<file path="src/rtl/core/ipla_pkg.sv">
// Shared types and constants of the interval packet length averager.
package ipla_pkg;

    typedef enum logic [3:0] {
        S_IDLE,
        S_KLOAD,
        S_KWAIT,
        S_MUL,
        S_NBUPD,
        S_NUM1,
        S_NUM2,
        S_DLOAD,
        S_DWAIT,
        S_EMIT
    } t_state;

    // Load request of the shared divider: start value of the partial
    // remainder, dividend bits to shift in (MSB first), divisor, step count.
    typedef struct packed {
        logic        load;
        logic [5:0]  steps;
        logic [31:0] rem;
        logic [31:0] quo;
        logic [31:0] den;
    } t_div_req;

    localparam logic [5:0]  DIV_STEPS_GAP = 6'd32;
    localparam logic [5:0]  DIV_STEPS_AVG = 6'd23;
    localparam logic [22:0] AVG_MAX       = 23'd6553500;
    localparam logic [15:0] IVL_RESET     = 16'd10;
    localparam logic [31:0] CNT_MAX       = 32'hFFFF_FFFF;
    localparam logic [47:0] SUM_MAX       = 48'hFFFF_FFFF_FFFF;

    function automatic logic [47:0] sat_add48(input logic [47:0] a, input logic [15:0] b);
        logic [48:0] s;
        s = {1'b0, a} + {33'b0, b};
        return s[48] ? SUM_MAX : s[47:0];
    endfunction

endpackage

</file>
<file path="src/rtl/core/ipla_divider.sv">
// Shared restoring divider, one quotient bit per cycle.
module ipla_divider (
    input  logic              i_clk,
    input  logic              i_rst_n,
    input  ipla_pkg::t_div_req i_req,
    output logic              o_done,
    output logic [31:0]       o_quo
);
    import ipla_pkg::*;

    logic [31:0] r_rem;
    logic [31:0] r_quo;
    logic [31:0] r_den;
    logic [5:0]  r_cnt;
    logic        r_done;

    logic [32:0] trial;
    logic [32:0] diff;
    logic        ge;

    assign trial = {r_rem, r_quo[31]};
    assign ge    = trial >= {1'b0, r_den};
    assign diff  = trial - {1'b0, r_den};

    always_ff @(posedge i_clk) begin
        if (!i_rst_n) begin
            r_cnt  <= '0;
            r_done <= 1'b0;
        end else begin
            r_done <= 1'b0;
            if (i_req.load) begin
                r_cnt <= i_req.steps;
            end else if (r_cnt != 6'd0) begin
                r_cnt  <= r_cnt - 6'd1;
                r_done <= (r_cnt == 6'd1);
            end
        end
    end

    always_ff @(posedge i_clk) begin
        if (i_req.load) begin
            r_rem <= i_req.rem;
            r_quo <= i_req.quo;
            r_den <= i_req.den;
        end else if (r_cnt != 6'd0) begin
            // shift in the next dividend bit, subtract where it fits
            r_rem <= ge ? diff[31:0] : trial[31:0];
            r_quo <= {r_quo[30:0], ge};
        end
    end

    assign o_done = r_done;
    assign o_quo  = r_quo;

endmodule

</file>
<file path="src/rtl/core/interval_packet_length_averager_top.sv">
// Per-interval packet count and average length reporter, top level.
// Ordinary packet: accumulated as it is accepted, one packet per cycle while idle.
// Packet closing intervals: gap divide, multiply and boundary update, two average divides
//   on the shared divider (skipped when the count is zero), then one report per interval,
//   up to MAX_REPORTS; flush: the average divides and one report. The block is busy meanwhile.
// Synchronous active-low reset clears the packet count and sums and sets the interval to 10 s.
module interval_packet_length_averager_top #(
    parameter int MAX_REPORTS = 64
) (
    input  logic        i_clk,
    input  logic        i_rst_n,
    input  logic        i_cfg_valid,
    output logic        o_cfg_ready,
    input  logic [15:0] i_cfg_data,
    input  logic        i_in_valid,
    output logic        o_in_ready,
    input  logic        i_operation,
    input  logic [31:0] i_timestamp_seconds,
    input  logic [15:0] i_wire_length,
    input  logic [15:0] i_capture_length,
    output logic        o_out_valid,
    input  logic        i_out_ready,
    output logic [31:0] o_report_time,
    output logic [31:0] o_packet_total,
    output logic [22:0] o_wire_average_hundredths,
    output logic [22:0] o_capture_average_hundredths,
    output logic        o_interval_empty,
    output logic        o_gap_truncated,
    output logic        o_last_report
);
    import ipla_pkg::*;

    localparam int LW = $clog2(MAX_REPORTS + 1);

    t_state      r_state, n_state;
    logic [15:0] r_ivl;
    logic [15:0] ivl_eff;
    logic        r_started;
    logic [31:0] r_nb;
    logic [31:0] r_cnt;
    logic [47:0] r_wsum;
    logic [47:0] r_csum;

    logic        r_op;
    logic [31:0] r_ts;
    logic [15:0] r_wl;
    logic [15:0] r_cl;
    logic [31:0] r_time;
    logic [31:0] r_k;
    logic [47:0] r_prod;
    logic [LW-1:0] r_left;
    logic        r_trunc;
    logic        r_sel;
    logic [54:0] r_num;
    logic [22:0] r_wavg;
    logic [22:0] r_cavg;

    logic        r_ov;
    logic [31:0] r_o_time;
    logic [31:0] r_o_total;
    logic [22:0] r_o_wavg;
    logic [22:0] r_o_cavg;
    logic        r_o_empty;
    logic        r_o_trunc;
    logic        r_o_last;

    logic        in_fire;
    logic        is_gap;
    logic        out_free;
    logic        emit_fire;
    logic        emit_last;
    logic        cnt_zero;
    t_div_req    div_req;
    logic        div_done;
    logic [31:0] div_quo;
    logic [32:0] gap_num;
    logic [47:0] sel_sum;
    logic [22:0] avg_q;
    logic [48:0] nb_sum;
    logic [32:0] first_nb;

    assign ivl_eff   = (r_ivl == 16'd0) ? 16'd1 : r_ivl;
    assign in_fire   = i_in_valid && o_in_ready;
    assign is_gap    = r_started && (i_timestamp_seconds > r_nb);
    assign out_free  = !r_ov || i_out_ready;
    assign emit_last = (r_left == LW'(1));
    assign cnt_zero  = (r_cnt == 32'd0);
    assign gap_num   = {1'b0, r_ts} - {1'b0, r_nb} + {17'b0, ivl_eff} - 33'd1;
    assign sel_sum   = r_sel ? r_csum : r_wsum;
    assign avg_q     = (div_quo[22:0] > AVG_MAX) ? AVG_MAX : div_quo[22:0];
    assign nb_sum    = {17'b0, r_nb} + {1'b0, r_prod};
    assign first_nb  = {1'b0, i_timestamp_seconds} + {17'b0, ivl_eff};

    ipla_divider u_div (
        .i_clk   (i_clk),
        .i_rst_n (i_rst_n),
        .i_req   (div_req),
        .o_done  (div_done),
        .o_quo   (div_quo)
    );

    // next state
    always_comb begin
        n_state = r_state;
        case (r_state)
            S_IDLE: begin
                if (in_fire) begin
                    if (i_operation) begin
                        n_state = cnt_zero ? S_EMIT : S_NUM1;
                    end else if (is_gap) begin
                        n_state = S_KLOAD;
                    end
                end
            end
            S_KLOAD: n_state = S_KWAIT;
            S_KWAIT: begin
                if (div_done) begin
                    n_state = S_MUL;
                end
            end
            S_MUL:   n_state = S_NBUPD;
            S_NBUPD: n_state = cnt_zero ? S_EMIT : S_NUM1;
            S_NUM1:  n_state = S_NUM2;
            S_NUM2:  n_state = S_DLOAD;
            S_DLOAD: n_state = S_DWAIT;
            S_DWAIT: begin
                if (div_done) begin
                    n_state = r_sel ? S_EMIT : S_NUM1;
                end
            end
            S_EMIT: begin
                if (emit_fire && emit_last) begin
                    n_state = S_IDLE;
                end
            end
            default: n_state = S_IDLE;
        endcase
    end

    // control outputs
    always_comb begin
        o_in_ready    = 1'b0;
        emit_fire     = 1'b0;
        div_req.load  = 1'b0;
        div_req.steps = DIV_STEPS_AVG;
        div_req.rem   = r_num[54:23];
        div_req.quo   = {r_num[22:0], 9'b0};
        div_req.den   = r_cnt;
        case (r_state)
            S_IDLE:  o_in_ready = 1'b1;
            S_KLOAD: begin
                div_req.load  = 1'b1;
                div_req.steps = DIV_STEPS_GAP;
                div_req.rem   = {31'b0, gap_num[32]};
                div_req.quo   = gap_num[31:0];
                div_req.den   = {16'b0, ivl_eff};
            end
            S_DLOAD: div_req.load = 1'b1;
            S_EMIT:  emit_fire    = out_free;
            default: ;
        endcase
    end

    // state, counters and sums
    always_ff @(posedge i_clk) begin
        if (!i_rst_n) begin
            r_state   <= S_IDLE;
            r_ivl     <= IVL_RESET;
            r_started <= 1'b0;
            r_nb      <= '0;
            r_cnt     <= '0;
            r_wsum    <= '0;
            r_csum    <= '0;
            r_ov      <= 1'b0;
        end else begin
            r_state <= n_state;
            if (i_cfg_valid) begin
                r_ivl <= i_cfg_data;
            end
            if (r_state == S_IDLE && in_fire && !i_operation && !is_gap) begin
                if (!r_started) begin
                    r_started <= 1'b1;
                    r_nb      <= first_nb[32] ? CNT_MAX : first_nb[31:0];
                end
                if (r_cnt != CNT_MAX) begin
                    r_cnt  <= r_cnt + 32'd1;
                    r_wsum <= sat_add48(r_wsum, i_wire_length);
                    r_csum <= sat_add48(r_csum, i_capture_length);
                end
            end
            if (r_state == S_NBUPD) begin
                r_nb <= (nb_sum[48:32] != 17'd0) ? CNT_MAX : nb_sum[31:0];
            end
            if (emit_fire) begin
                if (emit_last && r_op) begin
                    r_started <= 1'b0;
                    r_nb      <= '0;
                    r_cnt     <= '0;
                    r_wsum    <= '0;
                    r_csum    <= '0;
                end else if (emit_last) begin
                    // counts restart with the packet that closed the gap
                    r_cnt  <= 32'd1;
                    r_wsum <= {32'b0, r_wl};
                    r_csum <= {32'b0, r_cl};
                end else begin
                    r_cnt  <= '0;
                    r_wsum <= '0;
                    r_csum <= '0;
                end
            end
            if (emit_fire) begin
                r_ov <= 1'b1;
            end else if (i_out_ready) begin
                r_ov <= 1'b0;
            end
        end
    end

    // per-item working registers and output beat
    always_ff @(posedge i_clk) begin
        case (r_state)
            S_IDLE: begin
                if (in_fire) begin
                    r_op    <= i_operation;
                    r_ts    <= i_timestamp_seconds;
                    r_wl    <= i_wire_length;
                    r_cl    <= i_capture_length;
                    r_time  <= r_started ? r_nb : 32'd0;
                    r_sel   <= 1'b0;
                    r_left  <= LW'(1);
                    r_trunc <= 1'b0;
                end
            end
            S_KWAIT: begin
                if (div_done) begin
                    r_k <= div_quo;
                end
            end
            S_MUL: begin
                r_prod  <= 48'(r_k) * 48'(ivl_eff);
                r_trunc <= r_k > 32'(MAX_REPORTS);
                r_left  <= (r_k > 32'(MAX_REPORTS)) ? LW'(MAX_REPORTS) : r_k[LW-1:0];
            end
            S_NUM1: begin
                r_num <= {1'b0, sel_sum, 6'b0} + {2'b0, sel_sum, 5'b0};
            end
            S_NUM2: begin
                r_num <= r_num + {5'b0, sel_sum, 2'b0} + {24'b0, r_cnt[31:1]};
            end
            S_DWAIT: begin
                if (div_done) begin
                    if (r_sel) begin
                        r_cavg <= avg_q;
                    end else begin
                        r_wavg <= avg_q;
                    end
                    r_sel <= 1'b1;
                end
            end
            S_EMIT: begin
                if (emit_fire) begin
                    r_time <= r_time + {16'b0, ivl_eff};
                    r_left <= r_left - LW'(1);
                end
            end
            default: ;
        endcase
        if (emit_fire) begin
            r_o_time  <= r_time;
            r_o_total <= r_cnt;
            r_o_wavg  <= cnt_zero ? 23'd0 : r_wavg;
            r_o_cavg  <= cnt_zero ? 23'd0 : r_cavg;
            r_o_empty <= cnt_zero;
            r_o_trunc <= r_trunc && emit_last;
            r_o_last  <= emit_last;
        end
    end

    assign o_cfg_ready                  = 1'b1;
    assign o_out_valid                  = r_ov;
    assign o_report_time                = r_o_time;
    assign o_packet_total               = r_o_total;
    assign o_wire_average_hundredths    = r_o_wavg;
    assign o_capture_average_hundredths = r_o_cavg;
    assign o_interval_empty             = r_o_empty;
    assign o_gap_truncated              = r_o_trunc;
    assign o_last_report                = r_o_last;

    a_beat_from_emit: assert property (@(posedge i_clk) disable iff (!i_rst_n)
        $rose(o_out_valid) |-> $past(r_state == S_EMIT))
        else $error("report beat raised outside the emit state");

    a_left_nonzero: assert property (@(posedge i_clk) disable iff (!i_rst_n)
        (r_state == S_EMIT) |-> (r_left != '0))
        else $error("emit state entered with no reports left");

    a_empty_zero_avg: assert property (@(posedge i_clk) disable iff (!i_rst_n)
        (o_out_valid && o_interval_empty) |->
            (o_wire_average_hundredths == 23'd0 && o_capture_average_hundredths == 23'd0))
        else $error("empty interval reported nonzero average");

    a_trunc_last: assert property (@(posedge i_clk) disable iff (!i_rst_n)
        (o_out_valid && o_gap_truncated) |-> o_last_report)
        else $error("truncation flag on a report that is not the last");

endmodule

</file>
<file path="config.mk">
export PLATFORM = sky130hd
export DESIGN_NAME = interval_packet_length_averager_top
export DESIGN_NICKNAME = d
export VERILOG_FILES = /design/src/rtl/core/ipla_pkg.sv /design/src/rtl/core/ipla_divider.sv /design/src/rtl/core/interval_packet_length_averager_top.sv
export SDC_FILE = /design/constraint.sdc
export NUM_CORES = 2
export LEC_CHECK = 0
export BUFFER_PORTS_ARGS = -buffer_cell sky130_fd_sc_hd__buf_2
export CORE_ASPECT_RATIO = 1.1
export CORE_MARGIN = 2
export CORE_UTILIZATION = 55
export DETAILED_ROUTE_END_ITERATION = 8
export PLACE_DENSITY = 0.71
export SKIP_LAST_GASP = 1
export SLEW_MARGIN = 0
export SYNTH_ARGS = -nofsm -noshare
export SYNTH_HDL_FRONTEND = slang
export SYNTH_SLANG_ARGS = --single-unit
</file>
<file path="constraint.sdc">
create_clock -name i_clk -period 7.55 [get_ports i_clk]
set_clock_uncertainty 0.1 [all_clocks]
set_input_delay 1.8875 -clock i_clk [delete_from_list [all_inputs] [get_ports i_clk]]
set_output_delay 1.8875 -clock i_clk [all_outputs]
set_load 0.1 [all_outputs]
</file>
==> out/summary.md <==
The post-place setup slack was 0.08627 ns. Summed over all instances, the cell type with the most area after synthesis is sky130_fd_sc_hd__edfxtp_1. The final count of pins violating max slew is 0, and the total congestion overflow after global routing is 0. The critical path data required time came out at 7.84 ns. The logs give 3 for the maximum buffer depth of the clock tree and 0.30 ns for the register-to-register setup slack. Compared with the post-synthesis result, the final layout area differs by 9.420%. Setup violations remaining at the end of the flow were counted as 0.

The first TritonRoute pass finished after 5 iterations. After detailed routing, the number of vias per cell comes to 6.107. The post-route netlist has 9.269% of its cells at a drive strength greater than 1. Overall power consumption after layout is estimated at 21.50 mW. In this run the cell area measured after placement is 62380 sq um.

The critical path goes through buf_4, nand2_1, fa_1, fa_1, fa_1, fa_1, inv_1, fa_1, inv_1, fa_1, inv_1, ha_1, a21o_1, a21oi_1, nor2b_1, o31ai_1, a2111oi_0, or3b_4, a211oi_4, o21ai_1, a221o_1, a21oi_1, xnor2_1. The floorplan step defined a die boundary enclosing 111400 sq um. The worst register-to-register path ends at r_prod[47]. The mapped netlist covers 59820 sq um. The most critical setup path has its endpoint at r_prod[47]. In this run the worst setup path begins at r_ivl[10]. In this run the worst path has a maximum fanout of 11.

The logs give 4 for the number of antenna violations at the first check in global routing and 107500 sq um for the core area. The number of buffers inserted by port buffering is 200, and the number of top-level pins is 202. The run gives 7.54 ns as the arrival time at the worst endpoint. The time the final worst path needs with I/O delays and setup works out to 7.249 ns. The number of synthesized flops with an enable pin is 496, and the utilization of the core after routing is 60.88%. After detailed routing, the average wire length per cell comes to 22.78 um. Counting every sink on the clock net gives 685. The path class of the tightest hold or removal check is flop to flop. Row generation in the floorplan step produced 126 rows. The root buffer selected by CTS was sky130_fd_sc_hd__clkbuf_16. The setup path with the least slack is of type flop to flop.

The tools report the maximum achievable frequency as 137.9 MHz. Setup repair after global routing left no endpoint under its margin. Total clock buffers created by CTS: 79. Most repeated library cell on the critical path: sky130_fd_sc_hd__fa_1. During synthesis, Yosys emitted a total of 0 warnings. STA classifies the critical path endpoint as a flop. By area the synthesized netlist is led by sky130_fd_sc_hd__edfxtp_1 (25%), sky130_fd_sc_hd__fa_1 (16%), sky130_fd_sc_hd__ha_1 (9.5%), sky130_fd_sc_hd__dfxtp_1 (6.3%), sky130_fd_sc_hd__nand2_1 (4.5%).

Summed over all nets, the half-perimeter wirelength after detailed placement is 140300 um. The synthesized design devotes to its leading area cell type 24.90% of total area. STA classifies the critical path startpoint as a flop.

Headroom to the max-slew limit came out at 16.67%. When the netlist entered floorplanning its net count stood at 7401. After detailed routing, the number of remaining DRC violations is 0. For the number of standard cells in the final layout excluding fillers, the log shows 7979.

The via count of the first global-routing pass was 48310; the initial core utilization was 55.64%. The largest individual stage delay along the critical path comes from the cell sky130_fd_sc_hd__dfxtp_1. The number of vias after detailed routing is 48730. Power density over the cells: 328.5 nW/um^2. Including well taps, the total number of placed cells is 7806. The worst register-to-register path has a depth of 23.

The floorplan step set the die width to 318.5 um. The vertical die dimension was 349.9 um; the fraction of registers with async set/reset was 0%. The worst register-to-register path begins at r_ivl[10]. Wires add up to 181800 um. The total routing usage reported by global routing is 32.50%, and the worst hold-check slack is 0.3486 ns.

Fill cells in the final layout number 9183. Origin of the worst min-delay path: u_div.o_quo[23]. In this run, distinct cell masters in the synthesized netlist total 96. The static leakage came out at 28.24 nW. VDD sags by at most 238.9 uV. A synthesized cell averages 9.362 sq um. The worst-margin pin slew is 1.237 ns. The logs give 0 ns for the sum of negative setup slack and 0.3006 ns for the worst setup slack after layout. The clock slew seen by the registers of the worst setup and hold paths was 0.07 ns; the sequential cell area fraction in the yosys report was 31.22%. The run gives 0 as the max-capacitance violation count. The first global-routing pass estimated 280400 um of wire.

After the first detailed-routing iteration, the DRC count stood at 4642. The clock reaches the later pin of the worst-skew pair after 0.70 ns. Buffers inserted to repair hold after CTS numbered 0.

The flop and latch count out of synthesis was 685. TritonCTS built the clock tree. The H-tree level count is 3, and the largest net degree at the start of global routing is 96. In the synthesized netlist, the number of instances is 6390.

At the end of the flow, the number of nets in the layout was 7514. The congestion estimate from routability-driven global placement came to 0.9924. In the finished design, the share of the clock period the worst path needs comes to 96.02%. The flow ran to the end, and the final reports show no timing, DRC or antenna violations. The primary flip-flop cell chosen by synthesis mapping is sky130_fd_sc_hd__edfxtp_1. The largest single stage delay on the critical path is 0.61 ns. After routing the design area is 65460 sq um. The detail route stage leaves a number of antenna-violating nets equal to 0. The run gives 0 as the number of failing hold endpoints at the final stage.
[synth_stat cells (all sizes together) (147+ instances only)]
cell and instances:
a21oi 456, nor2 325, a21o 155, inv 614, nand2 725, nand3 147
ha 453, o21ai 413, fa 472, and2 257, dfxtp 189, clkbuf 272
edfxtp 496, xnor2 178
[flip-flops by register name, indices dropped and copies added (netlist names), 32 cells and up]
register and count:
r_prod 48, r_wsum 48, u_div.o_quo 32, u_div.r_den 32, r_k 32, r_cnt 32, r_csum 48, o_report_time 32
r_time 32, u_div.r_rem 32, r_ts 32, r_nb 32, o_packet_total 32, r_num 55
[timing repair]
action | in CTS | in global routing
endpoints found under the hold margin | 0 | 0
resized for setup | 0 | 12
buffers inserted | 0 | 24
endpoints found under the setup margin | 0 | 3
[metal layers]
layer,up-vias,track usage (%),share of wire [%]
met5,-,0,0
li1,22420,-,-
met2,2100,54.92,47
met1,23750,40.88,40
met3,457,4.665,7.4
met4,0,16.37,5.5
[cell families (layout without fill, tap and decap cells)]
kind of cell    after synthesis  in the layout  synth area share, %
buf+inv                     920           1100                5.844
xor+xnor                    318            318                4.656
mux                          70             70                1.255
flops                       685            685                31.22
other cells                   1              2             0.006269
fa+ha+maj                   925            925                25.27
compound gates             1499           1499                15.74
simple gates               1972           1972                16.01
[critical path: cells and delay by family (launching register included)]
family | cells | cell delay, ns
xor+xnor | 1 | 0.08
simple gates | 3 | 0.65
buf+inv | 4 | 0.45
compound gates | 8 | 1.81
flops | 1 | 0.61
fa+ha+maj | 7 | 3.23
[worst min-delay path by stage]
stage          endpoint  cells past startpoint
2_1_floorplan   r_k[23]                      0
3_3_place_gp    r_k[28]                      0
3_5_place_dp    r_k[30]                      0
4_1_cts         r_k[23]                      0
5_1_grt         r_k[24]                      0
6_report        r_k[23]                      0
[power by group]
part | switching (mW) | internal [mW] | total [mW]
Combinational | 7.14 | 4.20 | 11.3
Clock | 1.76 | 2.43 | 4.20
Sequential | 0.636 | 5.33 | 5.97
Total | 9.54 | 12.0 | 21.5
[final cells by class]
| type | count | area [sq um] | area share, % |
|---|---|---|---|
| Antenna cell | 1 | 2.502 | 0.003823 |
| Clock buffer | 101 | 2183 | 3.336 |
| Clock inverter | 47 | 666.9 | 1.019 |
| Inverter | 614 | 2310 | 3.529 |
| Multi-Input combinational cell | 4785 | 37760 | 57.68 |
| Sequential cell | 685 | 18680 | 28.54 |
| Tap cell | 1408 | 1762 | 2.691 |
| Timing Repair Buffer | 338 | 2093 | 3.198 |
[cells in the final DEF, fill, tap and decap left out, types with 19 or more instances in the layout]
master	instances
sky130_fd_sc_hd__nor4_1	34
sky130_fd_sc_hd__inv_1	609
sky130_fd_sc_hd__a21oi_1	452
sky130_fd_sc_hd__xnor2_1	178
sky130_fd_sc_hd__nand2b_1	45
sky130_fd_sc_hd__buf_2	200
sky130_fd_sc_hd__o211ai_1	32
sky130_fd_sc_hd__a21o_1	155
sky130_fd_sc_hd__o21ai_0	338
sky130_fd_sc_hd__clkbuf_16	82
sky130_fd_sc_hd__o21a_1	46
sky130_fd_sc_hd__ha_1	453
sky130_fd_sc_hd__nor2b_1	96
sky130_fd_sc_hd__nand4_1	81
sky130_fd_sc_hd__mux2_2	40
sky130_fd_sc_hd__nor3_1	74
sky130_fd_sc_hd__edfxtp_1	496
sky130_fd_sc_hd__o221ai_1	21
sky130_fd_sc_hd__nor2_1	314
sky130_fd_sc_hd__dfxtp_1	184
sky130_fd_sc_hd__o31ai_1	29
sky130_fd_sc_hd__fa_1	472
sky130_fd_sc_hd__a22oi_1	26
sky130_fd_sc_hd__a211oi_1	40
sky130_fd_sc_hd__or2_2	31
sky130_fd_sc_hd__o21bai_1	32
sky130_fd_sc_hd__nand2_1	723
sky130_fd_sc_hd__a31oi_1	47
sky130_fd_sc_hd__xor2_1	140
sky130_fd_sc_hd__o21ai_1	72
sky130_fd_sc_hd__and3_1	65
sky130_fd_sc_hd__buf_4	130
sky130_fd_sc_hd__nand3_1	147
sky130_fd_sc_hd__a211o_1	19
sky130_fd_sc_hd__or3_1	22
sky130_fd_sc_hd__and2_1	255
sky130_fd_sc_hd__mux2i_1	30
Power figures use the tool's default switching activity.
